## src/rau_pkg.sv

```systemverilog
// Package with types, constants and opcodes of the rational arithmetic unit.
`timescale 1ns / 1ps
package rau_pkg;
    localparam int OPERAND_BITS = 32;
    localparam int WIDE_BITS    = 64;
    localparam int CNT_BITS     = 7;

    typedef enum logic [2:0] {
        OP_ADD = 3'd0,
        OP_SUB = 3'd1,
        OP_MUL = 3'd2,
        OP_DIV = 3'd3,
        OP_CMP = 3'd4
    } t_op;

    localparam logic [1:0] ORD_LESS    = 2'd0;
    localparam logic [1:0] ORD_EQUAL   = 2'd1;
    localparam logic [1:0] ORD_GREATER = 2'd2;

    typedef struct packed {
        logic [2:0]         req_type;
        logic signed [31:0] a_num;
        logic [30:0]        a_den;
        logic signed [31:0] b_num;
        logic [30:0]        b_den;
    } t_req;

    typedef struct packed {
        logic signed [63:0] res_num;
        logic [62:0]        res_den;
        logic [1:0]         order;
        logic               div_zero;
    } t_rsp;

    // Sequencer states.
    typedef enum logic [3:0] {
        S_IDLE,
        S_MUL1,
        S_MUL2,
        S_MUL3,
        S_FORM,
        S_GCD_START,
        S_GCD_WAIT,
        S_DIVN_START,
        S_DIVN_WAIT,
        S_DIVD_START,
        S_DIVD_WAIT,
        S_DONE
    } t_state;

    // Commands and status between sequencer and divider.
    typedef struct packed {
        logic        start;
        logic [63:0] dividend;
        logic [63:0] divisor;
    } t_div_cmd;

    typedef struct packed {
        logic        busy;
        logic        done;
        logic [63:0] quot;
        logic [63:0] rem;
    } t_div_sts;
endpackage

```

## src/rau_divider.sv

```systemverilog
// Radix-2 restoring divider for 64-bit unsigned values, one quotient bit per cycle.
`timescale 1ns / 1ps
module rau_divider
    import rau_pkg::*;
(
    input  logic     i_clk,
    input  logic     i_rst_n,
    input  t_div_cmd i_cmd,
    output t_div_sts o_sts
);
    logic [63:0]         r_rem, n_rem;
    logic [63:0]         r_quot, n_quot;
    logic [63:0]         r_dvs, n_dvs;
    logic [CNT_BITS-1:0] r_cnt, n_cnt;
    logic                r_busy, n_busy;
    logic                r_done, n_done;
    logic [64:0]         w_trial;
    logic [64:0]         w_diff;

    // One shift-subtract step per cycle.
    always_comb begin
        n_rem   = r_rem;
        n_quot  = r_quot;
        n_dvs   = r_dvs;
        n_cnt   = r_cnt;
        n_busy  = r_busy;
        n_done  = 1'b0;
        w_trial = {r_rem, r_quot[63]};
        w_diff  = w_trial - {1'b0, r_dvs};
        if (i_cmd.start) begin
            n_rem  = '0;
            n_quot = i_cmd.dividend;
            n_dvs  = i_cmd.divisor;
            n_cnt  = '0;
            n_busy = 1'b1;
        end else if (r_busy) begin
            if (!w_diff[64]) begin
                n_rem  = w_diff[63:0];
                n_quot = {r_quot[62:0], 1'b1};
            end else begin
                n_rem  = w_trial[63:0];
                n_quot = {r_quot[62:0], 1'b0};
            end
            n_cnt = r_cnt + 1'b1;
            if (r_cnt == CNT_BITS'(WIDE_BITS - 1)) begin
                n_busy = 1'b0;
                n_done = 1'b1;
            end
        end
    end

    always_ff @(posedge i_clk) begin
        if (!i_rst_n) begin
            r_busy <= 1'b0;
            r_done <= 1'b0;
            r_cnt  <= '0;
        end else begin
            r_busy <= n_busy;
            r_done <= n_done;
            r_cnt  <= n_cnt;
        end
        r_rem  <= n_rem;
        r_quot <= n_quot;
        r_dvs  <= n_dvs;
    end

    assign o_sts.busy = r_busy;
    assign o_sts.done = r_done;
    assign o_sts.quot = r_quot;
    assign o_sts.rem  = r_rem;
endmodule

```

## config.mk

```make
export PLATFORM = sky130hd
export DESIGN_NAME = rau_divider
export DESIGN_NICKNAME = d
export VERILOG_FILES = /design/src/rau_pkg.sv /design/src/rau_divider.sv
export SDC_FILE = /design/constraint.sdc
export NUM_CORES = 1
export LEC_CHECK = 0
export BUFFER_PORTS_ARGS = -buffer_cell sky130_fd_sc_hd__buf_2
export CORE_MARGIN = 2
export CORE_UTILIZATION = 50
export CTS_CLUSTER_SIZE = 30
export DETAILED_ROUTE_END_ITERATION = 12
export PLACE_DENSITY_LB_ADDON = 0.05
export SLEW_MARGIN = 20
export SYNTH_ARGS = -nofsm -noshare
export SYNTH_HDL_FRONTEND = slang
export SYNTH_SLANG_ARGS = --single-unit
```

## constraint.sdc

```tcl
create_clock -name i_clk -period 3.5 [get_ports i_clk]
set_input_delay 0.35 -clock i_clk [delete_from_list [all_inputs] [get_ports i_clk]]
set_output_delay 0.35 -clock i_clk [all_outputs]
set_load 0.01 [all_outputs]
```

==> impl_metrics.ini <==
[sta]
final-hold-violation-count = 0
maxClockFrequency_mhz = 294.8
layout_min_cycle_time_ns = 3.392
setup_viol = 0
worst_setup_slack_after_layout_ns = 0.1082
slew_margin_rel_pct = 57.00
timing.clock.skew_ns = 0.01555
hold_ws_ns = 0.02614
worst_pin_slew_ns = 0.6443
final_max_slew_viol_count = 0
final.period_utilization_pct = 96.91

[layout]
stdcell_count = 1869
antenna_cells = 0
utilization_pct = 65.03
finish.net_count = 1730
final_layout_size_suffix_gt1_share_pct = 27.16
multi_input_area_um2 = 6221
register_area_um2 = 5309
num-fill-cells = 1999
layout-area-overhead-vs-synth_pct = 27.41

[detailed_routing]
wl_per_cell_um = 16.95
post-route-drc-count = 0
num_vias = 10280
drt_pass1_iterations = 6
vias_per_inst = 5.501
wirelength_um = 31670
ant_nets = 0
detailedRoute.firstIterationViolations = 623

[run_status]
outcome = complete, no violations

[placement]
post-place-ws_ns = -0.03065
dpl.cell_count = 1760
numPortBuffers = 260
finalWeightedCongestion = 0.9122
place.detailed.hpwl_um = 23050

[cts]
worst_case_clock_buffer_depth = 3
cts_tree = done
cts_sinks = 201
cts_buffers = 24
clk_transition_reported_paths_ns = 0.06
clkLatencyLatePin_ns = 0.54
ctsRootBufferMaster = clkbuf_16
cts_htree_levels = 1

[synth]
post_synth_inst_count = 1205
synth_largest_type_area_fraction_pct = 31.99
mappedNetlistNets = 1402
number_of_warnings_issued_by_yosys = 0
synth.avg_cell_area_um2 = 9.972
synth_area_um2 = 12020
synth_async_sr_flop_share_pct = 0
synth_edf_count = 128
synth_ff_type = edfxtp_1
seq_area_frac_synth_pct = 44.15
ys_ff_latch = 201
synth_cell_types = 66
netlist_top_cells_area = edfxtp_1 (32%), dfxtp_1 (12%), ha_1 (6.8%)
synthDominantAreaCellType = edfxtp_1

[setup_path]
setup.worst_path.class = reg -> reg
timing.critical_path.required_ns = 3.92
timing.critical_path.from_type = register
timing.critical_path.to_type = register
worst_ep_arrival_time_ns = 3.81
worst-path-max-fanout = 13

[floorplanning]
design.portCount = 261
floorplan.core_area_um2 = 23540
std_cell_rows = 56
fp.dieH_um = 159.0
initial_core_util_pct = 51.04
die_width_um = 159.0
fp.dieArea_um2 = 25290

[power_and_ir_drop]
total_power_uw = 7308
vdd_drop_max_mv = 0.4478
leakagePower_uw = 0.006578
pd_cells_nw_per_um2 = 477.3

[job]
maxCapViolCount = 0

[grt]
grt_first_pass_wirelength_um = 50670
grt_start_max_net_pins = 76
number_of_global_route_vias_before_repair = 9945
gr-usage-all-layers_pct = 24.04
congestion_overflow_gr = 0
antenna_found_initial = 0

[worst_hold_path]
holdCritPathClass = in -> reg
-- metrics by stage --
stage	TNS [ns]	instance area (µm²)
floorplan	0	12020
global placement	0	13810
detailed placement	-0.03065	13810
CTS	0	15170
global route	-0.02308	15310
finish	0	15310
-- path summary, 6_finish.rpt --
check                           startpoint   endpoint  slack, ns  cells after the start
worst max-delay path            r_quot[63]  r_rem[45]       0.11                     15
worst min-delay path             i_cmd[63]  r_dvs[63]       0.03                      1
worst max register to register  r_quot[63]  r_rem[45]       0.11                     15
worst min register to register    r_cnt[6]   r_cnt[6]       0.49                      2
-- registers in the layout (all words and copies together) (netlist names) --
register,cells
r_quot,64
r_busy,1
r_dvs,64
r_done,1
r_rem,64
r_cnt,7
-- cells in the final DEF (no fill, tap or decap), types with 11 or more instances in the layout --
cell and count:
nor3_1 19, a21oi_1 90, dlygate4sd3_1 61, xnor2_1 40, nor2_1 113, buf_2 259
edfxtp_1 128, dfxtp_1 72, ha_1 65, nand2_1 74, nand4_1 22, clkbuf_16 27
a211oi_1 56, xor2_1 19, mux2_2 64, inv_1 80, mux2i_1 55, o21a_1 13
o21bai_1 17, nand3_1 18, a21o_1 16, clkbuf_1 11, buf_4 33, o21ai_0 44
-- cells in the mapped netlist (all sizes together), types with 3 or more instances --
cell / n
nor4: 3
nand3: 18
a211oi: 57
and2: 7
a31oi: 10
inv: 80
or2: 6
buf: 20
o311ai: 3
xor2: 19
o31ai: 9
a21boi: 3
a21o: 16
o21bai: 17
and3: 10
nand2: 75
a221oi: 3
o311a: 4
o21ai: 46
clkbuf: 40
mux2: 64
nor3b: 3
and4: 3
nor2: 114
o2111ai: 3
dfxtp: 73
ha: 65
a311oi: 7
nand3b: 5
or3: 7
mux2i: 55
nor3: 19
o211ai: 6
o21a: 13
nand2b: 11
xnor2: 41
nor2b: 5
edfxtp: 128
a21oi: 92
nand4: 22
-- worst max-delay path, cell delays in order, from the launching register on --
cell	delay (ns)
edfxtp_1	0.35
inv_1	0.05
ha_1	0.23
fa_2	0.37
nand2b_4	0.16
a21oi_4	0.21
o2111ai_4	0.16
a211oi_2	0.27
nor2_2	0.09
o31ai_4	0.24
o221ai_4	0.18
xnor2_4	0.23
buf_12	0.17
buf_12	0.16
nor3_1	0.07
a311o_1	0.33
-- power by group --
part	internal (µW)	switching [µW]	total (µW)	leakage [µW]
sequential	2770	147	2910	0.00187
clock	1340	979	2320	0.000353
combinational	931	1140	2070	0.00435
total	5040	2270	7310	0.00658
-- logic make-up after synthesis --
family                     count (synthesis)  share of synthesized area, %
AOI/OAI and AO/OA                        308                         17.08
xor gates and xnor gates                  60                         4.436
adders and majority gates                 66                         6.935
buffers and inverters                    140                         4.727
DFF                                      201                         44.15
muxes                                    119                         10.58
and+or+nand+nor                          311                         12.10
-- timing repair --
| item | in CTS | in global routing |
|---|---|---|
| gates resized for setup | 2 | 9 |
| hold buffers | 61 | 0 |
| gates cloned | 0 | 2 |
| setup endpoints to repair | 12 | 63 |
| setup buffers | 0 | 3 |
| pin swaps | 2 | 7 |
| hold endpoints to repair | 61 | 0 |
-- per-layer routing --
layer,GRT usage (%),share of wire [%],vias to the layer above
met5,0,0,-
met4,5.744,2.0,0
met3,5.366,6.6,37
met2,38.77,46,323
met1,33.11,46,4808
li1,-,-,5113
-- area by class of cell --
type	instances	share of cell area [%]
Inverter	80	1.961
Timing Repair Buffer	362	15.31
Clock buffer	37	4.446
Sequential cell	201	34.68
Clock inverter	6	0.3678
Tap cell	319	2.607
Multi-Input combinational cell	864	40.63
Note: power is estimated with default switching activity, not from simulation.
